`src/hdl/atf_pkg.sv`:
```
// Package with the shared types and codes of the affine tile fetch unit.
`default_nettype none

package atf_pkg;

    // Operation kinds carried in tuser.
    localparam logic [1:0] KIND_FETCH  = 2'd0;
    localparam logic [1:0] KIND_NIBBLE = 2'd1;
    localparam logic [1:0] KIND_MASKED = 2'd2;

    // Masked write selections.
    localparam logic [1:0] MASK_FULL = 2'd0;
    localparam logic [1:0] MASK_HIGH = 2'd1;
    localparam logic [1:0] MASK_LOW  = 2'd2;

    // Address mode in which the affine fetch is active.
    localparam logic [1:0] ADDR_MODE_AFFINE = 2'd3;

    // Configuration register indexes.
    localparam logic [2:0] CFG_ADDRESS_MODE       = 3'd0;
    localparam logic [2:0] CFG_FOUR_BIT_MODE      = 3'd1;
    localparam logic [2:0] CFG_TRANSPARENT_WRITES = 3'd2;
    localparam logic [2:0] CFG_AFFINE_CLIP        = 3'd3;
    localparam logic [2:0] CFG_MAP_SIZE_TILES     = 3'd4;
    localparam logic [2:0] CFG_MAP_BASE           = 3'd5;
    localparam logic [2:0] CFG_TILE_BASE          = 3'd6;

    // Configuration register file.
    typedef struct packed {
        logic [1:0]  address_mode;
        logic        four_bit_mode;
        logic        transparent_writes;
        logic        affine_clip;
        logic [7:0]  map_size_tiles;
        logic [16:0] map_base;
        logic [16:0] tile_base;
    } t_cfg;

    // Coordinate split of one fetch.
    typedef struct packed {
        logic       outside;
        logic [5:0] sub;
        logic       nibble;
    } t_plan;

    // Payload of one write.
    typedef struct packed {
        logic       low_nibble;
        logic [7:0] value;
        logic [1:0] mask;
    } t_wreq;

endpackage

`default_nettype wire

```
`src/hdl/atf_merge.sv`:
```
// Write merge: combines the old byte with a nibble-aware or masked write.
`default_nettype none

module atf_merge (
    input  wire atf_pkg::t_cfg  i_cfg,
    input  wire logic [1:0]     i_kind,
    input  wire atf_pkg::t_wreq i_wreq,
    input  wire logic [7:0]     i_old,
    output logic                o_we,
    output logic      [7:0]     o_data
);

    logic [7:0] v;

    assign v = i_wreq.value;

    // Byte merge and transparency decision.
    always_comb begin
        o_we   = 1'b0;
        o_data = v;
        if (i_kind == atf_pkg::KIND_NIBBLE) begin
            if (i_cfg.four_bit_mode) begin
                if (i_wreq.low_nibble) begin
                    o_we   = !i_cfg.transparent_writes || (v[3:0] != 4'd0);
                    o_data = {i_old[7:4], v[3:0]};
                end else begin
                    o_we   = !i_cfg.transparent_writes || (v[7:4] != 4'd0);
                    o_data = {v[7:4], i_old[3:0]};
                end
            end else begin
                o_we = !i_cfg.transparent_writes || (v != 8'd0);
            end
        end else if (i_kind == atf_pkg::KIND_MASKED) begin
            if (!(i_cfg.transparent_writes && (v == 8'd0))) begin
                unique case (i_wreq.mask)
                    atf_pkg::MASK_FULL: begin
                        o_we = 1'b1;
                    end
                    atf_pkg::MASK_HIGH: begin
                        o_we   = 1'b1;
                        o_data = {v[7:4], i_old[3:0]};
                    end
                    atf_pkg::MASK_LOW: begin
                        o_we   = 1'b1;
                        o_data = {i_old[7:4], v[3:0]};
                    end
                    default: begin
                        o_we = 1'b0;
                    end
                endcase
            end
        end
    end

endmodule

`default_nettype wire

```
`config.mk`:
```
export PLATFORM = sky130hd
export DESIGN_NAME = atf_merge
export DESIGN_NICKNAME = d
export VERILOG_FILES = /design/src/hdl/atf_pkg.sv /design/src/hdl/atf_merge.sv
export SDC_FILE = /design/constraint.sdc
export NUM_CORES = 1
export LEC_CHECK = 0
export ABC_AREA = 1
export ABC_CLOCK_PERIOD_IN_PS = 1390
export BUFFER_PORTS_ARGS = -buffer_cell sky130_fd_sc_hd__buf_4
export CORE_MARGIN = 10
export CORE_UTILIZATION = 29
export DETAILED_ROUTE_END_ITERATION = 6
export PLACE_DENSITY_LB_ADDON = 0.1
export SYNTH_ARGS = -nofsm -noshare
export SYNTH_HDL_FRONTEND = slang
export SYNTH_SLANG_ARGS = --single-unit
```
`constraint.sdc`:
```
create_clock -name vclk -period 1.39
set_input_delay 0.278 -clock vclk [all_inputs]
set_output_delay 0.278 -clock vclk [all_outputs]
set_load 0.02 [all_outputs]
```
# After elaboration in Yosys (flattened, before gate mapping)
# Index checks and enable logic that the tools add are counted.
# Widths: inputs -> output; s select.
dict set report op_classes {
  muxes 12
  n_reduce_logical 11
  eq_ne 4
}
# op count
set ops {}
lappend ops {{$mux 8} 5}
lappend ops {{$pmux 8 s2} 1}
lappend ops {{$logic_not 8->1} 1}
lappend ops {{$reduce_bool 4->1} 2}
lappend ops {{$reduce_bool 8->1} 1}
lappend ops {{$mux 1} 6}
lappend ops {{$eq 2x1->1 const B} 2}
lappend ops {{$eq 2x2->1 const B} 2}
lappend ops {{$logic_or 1x1->1} 3}
lappend ops {{$reduce_or 3->1} 1}
lappend ops {{$logic_not 2->1} 1}
lappend ops {{$logic_and 1x1->1} 1}
lappend ops {{$logic_not 1->1} 1}
dict set report totals {
  elab_cells 27
  out_inout_bits 9
  reg_bits 0
  in_bits 68
}

# Logic depth before layout (Yosys ltp)
dict set report depth {
  word_depth 6
  mapped_depth 8
  depth_no_buf 8
}

# Worst setup path after synthesis
# OpenSTA, ideal clock, no wires.
dict set report synth_timing {
  path_type {input to output}
  start {input port i_wreq[0] (netlist name)}
  end {output port o_data[4]}
  setup_slack_ns -0.107
  required_ns 1.112
  path_buffers 0
  path_stages 7
  t_arrival_ns 1.219
  cell_sequence {inv_1 > ha_1 > nor2_1 > o21a_1 > nand3_1 > nand3_1 > nand2_1}
}
dict set report synth_between {
  elab_chain_len 5
  word_cells_on_any_way 6
  classes_between {eq/ne: 2; mux: 4}
}
# element line
set synth_rtl {}
lappend synth_rtl {{start: declaration} atf_merge.sv:7} ;# input wire atf_pkg::t_wreq i_wreq,
lappend synth_rtl {{$eq 2x2->1 / $eq 2x1->1 (equally long branches)} atf_merge.sv:35} ;# unique case (i_wreq.mask)
lappend synth_rtl {{$pmux 8 s2 *} atf_merge.sv:35}
lappend synth_rtl {{$mux 8 *} atf_merge.sv:34} ;# if (!(i_cfg.transparent_writes && (v == 8'd0))) begin
lappend synth_rtl {{$mux 8 *} atf_merge.sv:33} ;# end else if (i_kind == atf_pkg::KIND_MASKED) begin
lappend synth_rtl {{$mux 8 *} atf_merge.sv:21} ;# if (i_kind == atf_pkg::KIND_NIBBLE) begin
lappend synth_rtl {{end: declaration} atf_merge.sv:10} ;# output logic [7:0] o_data
# Every way passes the cells marked *; elsewhere a longest branch is shown, timed or not.

# Worst setup path in the final report
dict set report layout_timing {
  start {input port i_wreq[0] (netlist name)}
  end {output port o_data[0]}
}
# The elaborated chain is that of the path after synthesis.

==> run_results.csv <==
group,metric,value,unit
power,power_switching,0.000216,W
timing,period_share,1.15,
outcome,violations,"negative setup slack",
yosys,yosysSeqAreaShare,0,
yosys,synth_common_cells,"nand3_1 (25), nand2_1 (21), inv_1 (13)",
timing,slew_viol_final,0,
setup_path,cp_common_cell,"nand3_2",
layout,final_core_util,0.663,
yosys,synth_area_leader_cell,"nand3_1",
floorplan,start_util,0.306,
setup_path,worstPathArrival,1.32,ns
setup_path,worstSetupStartpointType,"input port",
outcome,outcome,"finished, violations left",
route,drt_iter0_drc,15,
global_route,antenna_found_initial,0,
clock_network,hold_buffers,0,
global_route,globalRouteTotalUtil,0.108,
yosys,syn_nets,175,
layout,seq_cells,0,
setup_path,cp-endpoint,"o_data[0]",
floorplan,core.rowCount,15,
timing,fin_crit,1.60,ns
placement,dp_hpwl,1640,um
hold_path,hold_class,"input port to primary output",
global_route,grt_max_degree,11,
timing,hold_violations,0,
setup_path,path_cells,"buf_8 > inv_4 > ha_4 > inv_8 > nand3_2 > o21a_1 > nand3_1 > nand3_2 > nand2_2 > buf_6",
route,firstDrtPassIters,4,
setup_path,slowest_stage,"ha_4",
setup_path,crit_fanout,8,
power,power.internal,0.000208,W
layout,diodes,0,
layout,nClkBuffers,0,
power,p_sw_frac,0.510,
timing,setup_ws,-0.212,ns
power,share_seq_of_total_power,0,
power,p_leak,0.552,nW
floorplan,core_region_area,1750,um2
layout,fin_area,1160,um2
layout,drive_above_1_share,0.577,
yosys,ys_types,16,
placement,dp_cells,169,
yosys,synth.top_cells.by_area,"nand3_1 (23%), nand2_1 (15%), o21a_1 (11%)",
yosys,avgSynthCellArea,5.14,um2
power,vdd_drop_max,224,uV
timing,worst_pin_slew,0.225,ns
global_route,grt_pass1_vias,896,
power,clock_power_share,0,
floorplan,die_x,62.9,um
timing,relSlewSlack,0.848,
placement,gp_congestion,0.815,
route,drt_wl_total,2300,um
timing,hold_ws,0.885,ns
yosys,synthCells,104,
timing,fmaxAchievable,0.624,GHz
route,postRouteAntennaNets,0,
setup_path,setup.worst_path.start,"i_wreq[0]",
floorplan,fp.dieArea,3960,um2
global_route,grt_pass1_wl,3840,um
route,avgViaCountPerCell,5.02,
global_route,grt-ovfl-total,0,
layout,layout.cells.non_filler,174,
layout,layout.nets,222,
route,drc_errors,0,
hold_path,min_path_cells,4,
layout,ff_latch_area,0,um2
power,cellPowerDensity,367,nW/um2
route,wl_per_cell,13.2,um
yosys,ys_warn_count,0,
job,cap_violations,0,
placement,port_buffers,32,
floorplan,num_io_pins,77,
timing,rsz0062_at_grt,"true",
yosys,synthesis.area,534,um2
layout,area_growth,117,%
setup_path,critPathKind,"input port to primary output",
placement,postPlaceCellArea,906,um2
floorplan,die_h,62.9,um
timing,final-setup-viol-count,9,
power,finalPower,0.000424,W
yosys,yosysTopAreaCellShare,0.234,
route,vias,873,
setup_path,critical_path_required,1.11,ns
yosys,yosysMostFrequentCell,"nand3_1",
power,pwr-share-comb,1.000,
setup_path,cpPeakStageDelay,0.32,ns
setup_path,critPathCaptureType,"primary output",
==> stage by stage <==
step / setup slack, ns / TNS [ns]
2_1_floorplan: 0.0135 / 0
3_3_place_gp: -0.276 / -2.28
3_5_place_dp: -0.288 / -2.35
4_1_cts: -0.186 / -1.51
5_1_grt: -0.290 / -2.16
6_report: -0.212 / -1.59
==> critical path: cells and delay by family <==
family	cells	cell delay, ns
simple gates	4	0.30
buf+inv	4	0.32
fa+ha+maj	1	0.32
compound gates	1	0.11
==> power groups by stage <==
stage                     sequential [W]  clock (W)  combinational [W]
after CTS                              0          0           0.000407
after global placement                 0          0           0.000330
after detailed placement               0          0           0.000334
after global routing                   0          0           0.000458
final                                  0          0           0.000424
after floorplan                        0          0           0.000184
==> cell type report <==
type	count	area (um2)
timing repair buffer	44	402
multi-input combinational	90	658
tap	25	31.3
fill	159	588
inverter	15	66.3
==> layout by cell type, fill, tap and decap left out, types with 2 or more instances in the layout <==
cell and instances:
nand3_2 12, nand2_4 2, buf_6 17, nand2_1 11, nand2_2 12, o21ai_1 2, o21ai_0 6, a21oi_1 8
nor2_4 7, ha_4 2, nor2_2 2, buf_4 26, o21a_1 8, inv_1 12, nand3_1 13
==> routing by layer <==
layer  GRT usage  routed length, um
met1       0.114                908
met4     0.00559                  0
met2       0.217               1240
met3      0.0233                150
met5           0                  0
==> repair_timing <==
action                     CTS  global route
resized for setup           42            10
pin swaps                   18             5
gates cloned                 2             0
setup endpoints to repair    9             9
buffers inserted             2             1
==> how the worst min path moves through the flow <==
stage	startpoint	end	slack, ns
after CTS	i_old[5]	o_data[5]	0.89
after detailed placement	i_old[5]	o_data[5]	0.90
after floorplan	i_old[5]	o_data[5]	0.73
after global routing	i_old[5]	o_data[5]	0.92
final	i_old[5]	o_data[5]	0.89
after global placement	i_old[5]	o_data[5]	0.90
==> cells by family (layout without fill, tap and decap cells) <==
kind of cell / Yosys count / count (layout) / share of synthesized area
buf+inv: 16 / 59 / 0.115
compound gates: 26 / 26 / 0.286
simple gates: 59 / 61 / 0.529
fa+ha+maj: 3 / 3 / 0.0703
Note: power is estimated with default switching activity, not from simulation.
