`src/hdl/atf_pkg.sv`:
```
// Package with the shared types and codes of the affine tile fetch unit.
`default_nettype none

package atf_pkg;

    // Operation kinds carried in tuser.
    localparam logic [1:0] KIND_FETCH  = 2'd0;
    localparam logic [1:0] KIND_NIBBLE = 2'd1;
    localparam logic [1:0] KIND_MASKED = 2'd2;

    // Masked write selections.
    localparam logic [1:0] MASK_FULL = 2'd0;
    localparam logic [1:0] MASK_HIGH = 2'd1;
    localparam logic [1:0] MASK_LOW  = 2'd2;

    // Address mode in which the affine fetch is active.
    localparam logic [1:0] ADDR_MODE_AFFINE = 2'd3;

    // Configuration register indexes.
    localparam logic [2:0] CFG_ADDRESS_MODE       = 3'd0;
    localparam logic [2:0] CFG_FOUR_BIT_MODE      = 3'd1;
    localparam logic [2:0] CFG_TRANSPARENT_WRITES = 3'd2;
    localparam logic [2:0] CFG_AFFINE_CLIP        = 3'd3;
    localparam logic [2:0] CFG_MAP_SIZE_TILES     = 3'd4;
    localparam logic [2:0] CFG_MAP_BASE           = 3'd5;
    localparam logic [2:0] CFG_TILE_BASE          = 3'd6;

    // Configuration register file.
    typedef struct packed {
        logic [1:0]  address_mode;
        logic        four_bit_mode;
        logic        transparent_writes;
        logic        affine_clip;
        logic [7:0]  map_size_tiles;
        logic [16:0] map_base;
        logic [16:0] tile_base;
    } t_cfg;

    // Coordinate split of one fetch.
    typedef struct packed {
        logic       outside;
        logic [5:0] sub;
        logic       nibble;
    } t_plan;

    // Payload of one write.
    typedef struct packed {
        logic       low_nibble;
        logic [7:0] value;
        logic [1:0] mask;
    } t_wreq;

endpackage

`default_nettype wire

```
`src/hdl/atf_addr.sv`:
```
// Address unit: splits fetch coordinates and forms map and tile addresses.
`default_nettype none

module atf_addr #(
    parameter int ADDR_BITS = 17
) (
    input  wire atf_pkg::t_cfg         i_cfg,
    input  wire logic [10:0]           i_x_pixel,
    input  wire logic [10:0]           i_y_pixel,
    input  wire logic [7:0]            i_tile,
    input  wire logic [5:0]            i_sub,
    output atf_pkg::t_plan             o_plan,
    output logic      [ADDR_BITS-1:0]  o_first_addr,
    output logic      [ADDR_BITS-1:0]  o_tile_addr
);

    logic [7:0]  xt;
    logic [7:0]  yt;
    logic [7:0]  wrap_mask;
    logic [5:0]  sub;
    logic        outside;
    logic [15:0] row_offset;
    logic [31:0] map_sum;
    logic [31:0] clip_sum;
    logic [31:0] tile_sum;
    logic [13:0] tile_offset;

    // Tile indices, wrapped to the map size unless clipping is on.
    always_comb begin
        wrap_mask = i_cfg.map_size_tiles - 8'd1;
        xt = i_x_pixel[10:3];
        yt = i_y_pixel[10:3];
        if (!i_cfg.affine_clip) begin
            xt = xt & wrap_mask;
            yt = yt & wrap_mask;
        end
        outside = (xt >= i_cfg.map_size_tiles) || (yt >= i_cfg.map_size_tiles);
    end

    // Byte offset inside a tile: 4 byte rows in 4 bit mode, 8 byte rows otherwise.
    assign sub = i_cfg.four_bit_mode ? {1'b0, i_y_pixel[2:0], i_x_pixel[2:1]}
                                     : {i_y_pixel[2:0], i_x_pixel[2:0]};

    // First read: the map entry, or the pixel byte of tile 0 when clipped.
    assign row_offset = 16'(yt) * 16'(i_cfg.map_size_tiles);
    assign map_sum    = 32'(i_cfg.map_base) + 32'(row_offset) + 32'(xt);
    assign clip_sum   = 32'(i_cfg.tile_base) + 32'(sub);
    assign o_first_addr = outside ? ADDR_BITS'(clip_sum) : ADDR_BITS'(map_sum);

    // Second read: the pixel byte inside the tile named by the map.
    assign tile_offset = i_cfg.four_bit_mode ? {1'b0, i_tile, 5'd0} : {i_tile, 6'd0};
    assign tile_sum    = 32'(i_cfg.tile_base) + 32'(tile_offset) + 32'(i_sub);
    assign o_tile_addr = ADDR_BITS'(tile_sum);

    assign o_plan.outside = outside;
    assign o_plan.sub     = sub;
    assign o_plan.nibble  = outside ? 1'b0 : i_x_pixel[0];

endmodule

`default_nettype wire

```
`config.mk`:
```
export PLATFORM = sky130hd
export DESIGN_NAME = atf_addr
export DESIGN_NICKNAME = d
export VERILOG_FILES = /design/src/hdl/atf_pkg.sv /design/src/hdl/atf_addr.sv
export SDC_FILE = /design/constraint.sdc
export NUM_CORES = 1
export LEC_CHECK = 0
export BUFFER_PORTS_ARGS = -buffer_cell sky130_fd_sc_hd__buf_2
export CAP_MARGIN = 20
export CORE_ASPECT_RATIO = 1.2
export CORE_MARGIN = 3
export CORE_UTILIZATION = 60
export DETAILED_ROUTE_END_ITERATION = 7
export PLACE_DENSITY = 0.93
export SYNTH_ARGS = -nofsm -noshare
export SYNTH_HDL_FRONTEND = slang
export SYNTH_SLANG_ARGS = --single-unit
```
`constraint.sdc`:
```
create_clock -name vclk -period 19.2
set_input_delay 1.92 -clock vclk [all_inputs]
set_output_delay 1.92 -clock vclk [all_outputs]
set_load 0.005 [all_outputs]
```
==> After elaboration in Yosys (flattened, before gate mapping) <==
Index checks and enable logic that the tools add are counted.
{ "word_totals": {"ff_bits": 0, "latch_bits": 0, "ram_bits": 0, "romBits": 0, "inputBits": 83, "output_inout_bits": 42, "word_cells": 18, "mem_count": 0} }
{ "op_classes": {"n_addsub": 6, "n_mul": 1, "div": 0, "magnitude_cmp": 2, "eq_ne": 0, "shift": 0, "n_mux": 6, "bitwise": 2, "reduce_logical": 1} }
{ "ops": {"columns": ["cell", "n"], "rows": [
  ["$add 17x6->17", 2],
  ["$add 17x14->17", 1],
  ["$add 17x16->17", 1],
  ["$add 17x8->17", 1],
  ["$mux 17", 1],
  ["$and 8x8->8", 2],
  ["$ge 8x8->1", 2],
  ["$mul 8x8->16", 1],
  ["$mux 8", 2],
  ["$mux 14", 1],
  ["$sub 8x1->8 const B", 1],
  ["$mux 6", 1],
  ["$logic_or 1x1->1", 1],
  ["$mux 1", 1]
]} }

==> Depth between registers and ports, before layout <==
Gate-level depths: netlist of the first run.
{ "logic_depth": {"depth_word": 7, "depth_mapped": 27, "ltp_nobuf": 25} }

==> Worst setup path before layout of the first run <==
Ideal clock, no wire load.
{ "synth_path": {"kind": "in2out", "startpoint": "in i_cfg[35] (netlist bit)", "endpoint": "out o_first_addr[14]", "t_arrival_ns": 7.380, "required_ns": 17.280, "path_slack_ns": 9.900, "stages": 27, "n_path_buf": 2, "path_cell_list": "clkbuf_1 inv_1 ha_1 nand2b_1 nor4_1 xnor2_1 nor2_1 nor2b_1 clkbuf_1 nand2_1 fa_1 inv_1 fa_1 inv_1 fa_1 inv_1 fa_1 inv_1 fa_1 inv_1 ha_1 or3_1 a21oi_1 o21bai_1 a21o_1 nor4bb_1 a211oi_1"} }
{ "synth_between": {"elab_chain_cells": 7} }
{ "synth_rtl": {"columns": ["item", "line_no", "rtl"], "rows": [
  ["start: declaration", "atf_addr.sv:7", "input wire atf_pkg::t_cfg i_cfg,"],
  ["$sub 8x1->8", "atf_addr.sv:30", "wrap_mask = i_cfg.map_size_tiles - 8'd1;"],
  ["$and 8x8->8", "atf_addr.sv:35", "yt = yt & wrap_mask;"],
  ["$mux 8", "atf_addr.sv:33", "if (!i_cfg.affine_clip) begin"],
  ["$mul 8x8->16", "atf_addr.sv:45", "assign row_offset = 16'(yt) * 16'(i_cfg.map_size_tiles);"],
  ["$add 17x16->17", "atf_addr.sv:46", "assign map_sum = 32'(i_cfg.map_base) + 32'(row_offset) + 32'(xt);"],
  ["$add 17x8->17", "atf_addr.sv:46", null],
  ["$mux 17 *", "atf_addr.sv:48", "assign o_first_addr = outside ? ADDR_BITS'(clip_sum) : ADDR_BITS'(map_sum);"],
  ["end: declaration", "atf_addr.sv:13", "output logic [ADDR_BITS-1:0] o_first_addr,"]
]} }
Every way passes the cells marked *; elsewhere a longest branch is shown, timed or not.

==> Worst setup path after layout of the first run <==
Ends and elaborated chain as after synthesis.

==> results.json, run 1 <==
{
  "drcViolationCount": 0,
  "post-synth-top-area-cell": "ha_1",
  "dp_slack_ns": 8.952,
  "drtPass1Iterations": 4,
  "yosys.cell_types.count": 52,
  "power.ir.vdd_worst_mv": 0.07165,
  "run_status": "complete, no violations",
  "antenna_cells_inserted": 0,
  "synth_area_um2": 5211,
  "die-area_um2": 9844,
  "layout-drive-gt1-share_pct": 19.05,
  "post_cts_gate_resize_count": 0,
  "grt_setup_unrepaired": "false",
  "timing.hold.ws_ns": 4.144,
  "drt-initial-drc-count": 126,
  "powerDensity_nw_per_um2": 94.69,
  "nFlopsAndLatches": 0,
  "grt_pass1_vias": 5190,
  "highest_clock_rate_ghz": 0.09637,
  "boundaryPins": 125,
  "total_wire_length_after_detailed_routing_um": 13110,
  "cts_hold_buffers": 0,
  "min-delay-path-class": "in -> out",
  "mappedNetlistNets": 887,
  "post-cts-setup-buffer-count": 0,
  "finalHoldViolations": 0,
  "dr_total_vias": 4874,
  "stdcell_count": 854,
  "final.min_clock_period_ns": 10.38,
  "postRouteAntennaNets": 0,
  "placed_cells": 854,
  "port_buffers": 122,
  "synth.most_common_cell": "ha_1",
  "critical_path_required_ns": 17.28,
  "chipWidth_um": 91.08,
  "clkbuf_count": 0,
  "sequential_cell_area_um2": 0,
  "number_of_slew_limit_violations_in_the_final_report": 0,
  "synth.cells.most_frequent": "109 x ha_1, 96 x inv_1, 58 x fa_1",
  "routed_wire_length_per_instance_um": 15.35,
  "grtUsageTotal_pct": 26.98,
  "synth-warning-count": 0,
  "place_congestion": 0.9369,
  "timing_worst_slew_pin_value_ns": 0.8469,
  "largest_net_degree_at_the_start_of_global_routing": 29,
  "timing.setup.tns_ns": 0,
  "grt_first_pass_wirelength_um": 22530,
  "layout-area-overhead-vs-synth_pct": 13.09,
  "initial_utilization_pct": 62.88,
  "timing.critical_path.fanout_max": 10,
  "placement_rows": 36,
  "criticalPathCategory": "in -> out",
  "slew_headroom_pct": 43.42,
  "setup_ws_ns": 8.824,
  "critPathLaunchType": "primary input",
  "power.leakage_nw": 3.260,
  "grt_antenna_before_repair": 0,
  "fillCellCount": 687,
  "post_synth_inst_count": 637,
  "nNetsFinal": 992,
  "cp.arrival_ns": 8.46,
  "globalRouteOverflowTotal": 0,
  "chipHeight_um": 108.1,
  "synthTopCellsByArea": "ha_1 26%, fa_1 22%, inv_1 6.9%",
  "maxCapViolations": 0,
  "synth-seq-area-share_pct": 0,
  "syn_area_per_cell_um2": 8.181,
  "design.core.area_um2": 8288,
  "timing.final.setup_violations": 0,
  "post-route-period-util_pct": 54.04,
  "hpwl_um": 11520,
  "layout.core_utilization_pct": 71.11,
  "synth_top_cell_area_share_pct": 26.17,
  "post_drt_via_cell_ratio": 5.707,
  "endpoint_kind": "output port"
}
## through the flow
stage          area, µm²  power (mW)
2_1_floorplan       5211      0.3992
3_3_place_gp        5893      0.5310
3_5_place_dp        5893      0.5464
4_1_cts             5893      0.5540
5_1_grt             5893      0.6275
6_report            5893      0.5580
## per-layer routing
| layer | routed length, µm | global-route usage, % |
|---|---|---|
| met1 | 5047 | 30.73 |
| met2 | 6854 | 52.60 |
| met3 | 931 | 3.967 |
| met5 | 0 | 0 |
| met4 | 274 | 6.466 |
## path summary, 6_finish.rpt
check                 start               end  slack, ns  cells after the start
setup / recovery  i_cfg[35]  o_first_addr[14]       8.82                     27
hold / removal     i_sub[0]    o_tile_addr[0]       4.14                      3
## placed cells by master, fill, tap and decap left out, drive strengths merged, types with 11 or more instances in the layout
cell    synthesis  layout
a211oi         12      12
a21o           13      13
a21oi          29      29
and2           23      23
and3           12      12
buf             2     123
fa             58      58
ha            109     109
inv            96      96
mux2           13      13
nand2          46      46
nor2           39      39
nor2b          12      12
nor3           11      11
o21ai          27      27
xnor2          31      31
xor2           14      14
## cells by family (layout without fill, tap and decap cells)
| group | count (synthesis) | after routing | synth area share [%] |
|---|---|---|---|
| simple gates | 169 | 169 | 16.09 |
| buf+inv | 116 | 219 | 8.427 |
| mux | 21 | 21 | 4.418 |
| compound gates | 119 | 119 | 15.05 |
| xor+xnor | 45 | 45 | 7.563 |
| fa+ha+maj | 167 | 167 | 48.45 |
## worst max-delay path, cell delays in order
cell	delay, ns
buf_2	0.17
inv_1	0.13
ha_1	0.21
nand2b_1	0.11
nor4_1	0.25
xnor2_1	0.18
nor2_1	0.06
nor2b_1	0.59
nand2_1	0.19
fa_1	0.53
inv_1	0.07
fa_1	0.51
inv_1	0.05
fa_1	0.48
inv_1	0.06
fa_1	0.54
inv_1	0.06
fa_1	0.53
inv_1	0.04
ha_1	0.25
or3_1	0.33
a21oi_1	0.22
o21bai_1	0.19
a21o_1	0.23
nor4bb_1	0.14
a211oi_1	0.26
buf_2	0.18
## cell type report
class | instances | area (µm²) | area share, %
multi-input cells | 521 | 4772 | 80.98
inverters | 96 | 360.3 | 6.115
well taps | 114 | 142.6 | 2.420
repair buffers | 123 | 618.1 | 10.49
## where the power goes
part	switching [mW]	internal (mW)	leakage [nW]
Sequential	0	0	0
Combinational	0.314	0.244	3.26
Clock	0	0	0
(Power assumes the default switching activity.)
==> run 2: changes to the inputs <==
--- a/config.mk
+++ b/config.mk
@@ -9,9 +9,9 @@
 export CAP_MARGIN = 20
 export CORE_ASPECT_RATIO = 1.2
 export CORE_MARGIN = 3
-export CORE_UTILIZATION = 60
+export CORE_UTILIZATION = 58
 export DETAILED_ROUTE_END_ITERATION = 7
-export PLACE_DENSITY = 0.93
+export PLACE_DENSITY = 0.9
 export SYNTH_ARGS = -nofsm -noshare
 export SYNTH_HDL_FRONTEND = slang
 export SYNTH_SLANG_ARGS = --single-unit
==> constraint.sdc (replaced) <==
create_clock -name vclk -period 10.2
set_input_delay 1.02 -clock vclk [all_inputs]
set_output_delay 1.02 -clock vclk [all_outputs]
set_load 0.005 [all_outputs]
==> run 2 against run 1 <==
Against the previous run: non-clock buffer count stayed put; die area increased by 3.2%; critical path depth stayed put; combinational power rose by 88%; final area hardly changed; power grew 89%; sequential share of layout area unchanged; routed wire length is 1.8% higher; clock-buffer cell count unchanged; hold slack got worse by 1.8 ns; via count rose by 1.8%; utilization shrank 3.0 points; critical endpoint is now o_first_addr[16]; largest power group unchanged; highest routed layer unchanged.
==> results.json, run 2 (synthesized netlist as in run 1, its figures left out) <==
{
  "initial_utilization_pct": 60.20,
  "place_congestion": 0.9404,
  "min-delay-path-class": "in -> out",
  "net_switching_power_of_the_design_mw": 0.5958,
  "boundaryPins": 125,
  "design.core.area_um2": 8657,
  "critPathMaxStageDelay_ns": 0.58,
  "maxCapViolations": 0,
  "clkbuf_count": 0,
  "timing_worst_slew_pin_value_ns": 0.8230,
  "routedLengthMet1_um": 5166,
  "placement_rows": 37,
  "final_design_area_no_fill_um2": 5897,
  "timing.final.setup_violations": 0,
  "cp.arrival_ns": 7.34,
  "nFlopsAndLatches": 0,
  "post_drt_via_cell_ratio": 5.790,
  "dp_slack_ns": 1.871,
  "layout-drive-gt1-share_pct": 19.05,
  "total_wire_length_after_detailed_routing_um": 13350,
  "mostFrequentLayoutCell": "buf_2",
  "run_status": "complete, no violations",
  "slew_headroom_pct": 45.02,
  "cts_hold_buffers": 0,
  "post-route-period-util_pct": 81.97,
  "power.ir.vdd_worst_mv": 0.1264,
  "worstHoldEndpoint": "o_tile_addr[0]",
  "post-cts-setup-buffer-count": 0,
  "drt-initial-drc-count": 166,
  "met2RoutedLength_um": 6922,
  "grt_pass1_vias": 5138,
  "maxUsedRoutingLayer": "met4",
  "stdcell_count": 857,
  "holdCritStartpoint": "i_sub[0]",
  "port_buffers": 122,
  "largest_net_degree_at_the_start_of_global_routing": 29,
  "layout-area-overhead-vs-synth_pct": 13.16,
  "highest_clock_rate_ghz": 0.1196,
  "chipHeight_um": 109.8,
  "crit_family": "adder cells",
  "critical_path_buffer_and_inverter_count": 8,
  "grt_first_pass_wirelength_um": 22960,
  "powerDensity_nw_per_um2": 178.7,
  "hpwl_um": 11730,
  "timing.critical_path.fanout_max": 10,
  "finalHoldViolations": 0,
  "wl_met3_um": 918,
  "critical_path_required_ns": 9.18,
  "holdPathStages": 3,
  "die-area_um2": 10160,
  "share_clk_of_total_power_pct": 0,
  "pwr-share-comb_pct": 100.0,
  "sequential_cell_area_um2": 0,
  "critPathLaunchType": "primary input",
  "timing.setup.tns_ns": 0,
  "grt_antenna_before_repair": 0,
  "internal_portion_of_total_power_mw": 0.4580,
  "fillCellCount": 701,
  "drtPass1Iterations": 5,
  "chipWidth_um": 92.53,
  "grtUsageTotal_pct": 27.01,
  "globalRouteOverflowTotal": 0,
  "swShare_pct": 56.54,
  "criticalPathCategory": "in -> out",
  "setup_ws_ns": 1.839,
  "endpoint_kind": "output port",
  "antenna_cells_inserted": 0,
  "dr_total_vias": 4962,
  "postRouteAntennaNets": 0,
  "top_library_cells_by_usage_in_the_layout_fill_and_taps_aside": "122 x buf_2, 109 x ha_1, 96 x inv_1, 58 x fa_1, 46 x nand2_1",
  "routed_wire_length_per_instance_um": 15.57,
  "critical_path.slowest_cell": "nor2b_1",
  "nNetsFinal": 992,
  "final.min_clock_period_ns": 8.361,
  "power.leakage_nw": 3.260,
  "post_cts_gate_resize_count": 0,
  "drcViolationCount": 0,
  "grt_setup_unrepaired": "false",
  "number_of_slew_limit_violations_in_the_final_report": 0,
  "sequentialPowerShare_pct": 0,
  "place_area_um2": 5897,
  "placed_cells": 857,
  "timing.critical_path.mode_cell": "inv_1"
}
run 2: cell counts in the layout (fill, tap and decap cells not counted):
Identical to the previous run, type by type.
run 2: final cells by class:
| type | instances | area, µm² | area share, % |
|---|---|---|---|
| inverters | 96 | 360.3 | 6.111 |
| multi-input cells | 521 | 4772 | 80.93 |
| well taps | 117 | 146.4 | 2.482 |
| repair buffers | 123 | 618.1 | 10.48 |
run 2: worst max-delay path by stage:
stage,start,to,slack (ns),cells after the start
floorplan,i_cfg[35],o_first_addr[14],2.70,27
global placement,i_cfg[35],o_first_addr[16],1.95,27
detailed placement,i_cfg[35],o_first_addr[16],1.87,27
CTS,i_cfg[35],o_first_addr[16],1.84,27
global route,i_cfg[35],o_first_addr[12],1.46,27
finish,i_cfg[35],o_first_addr[16],1.84,27
run 2: worst min-delay path: cells and delay by family:
family                   cells  cell delay (ns)
buffers and inverters        2             0.18
adder cells (fa/ha/maj)      1             0.11
run 2: metrics by stage:
stage	power (mW)	hold WS, ns	util, %
finish	1.054	2.334	68.12
global route	1.189	2.342	68.12
CTS	1.049	2.336	68.12
detailed placement	1.035	2.340	68.12
global placement	1.000	2.317	68.12
floorplan	0.7515	2.100	-
run 2: power by group through the flow:
stage	Combinational, mW	Sequential, mW	Clock, mW
3_3_place_gp	1.00	0	0
2_1_floorplan	0.752	0	0
4_1_cts	1.05	0	0
3_5_place_dp	1.04	0	0
5_1_grt	1.19	0	0
6_report	1.05	0	0
run 2: per-layer routing:
layer / track usage [%] / vias to the layer above
li1: - / 2365
met1: 31.35 / 2333
met2: 53.24 / 227
met3: 2.533 / 37
met4: 5.945 / 0
met5: 0 / -
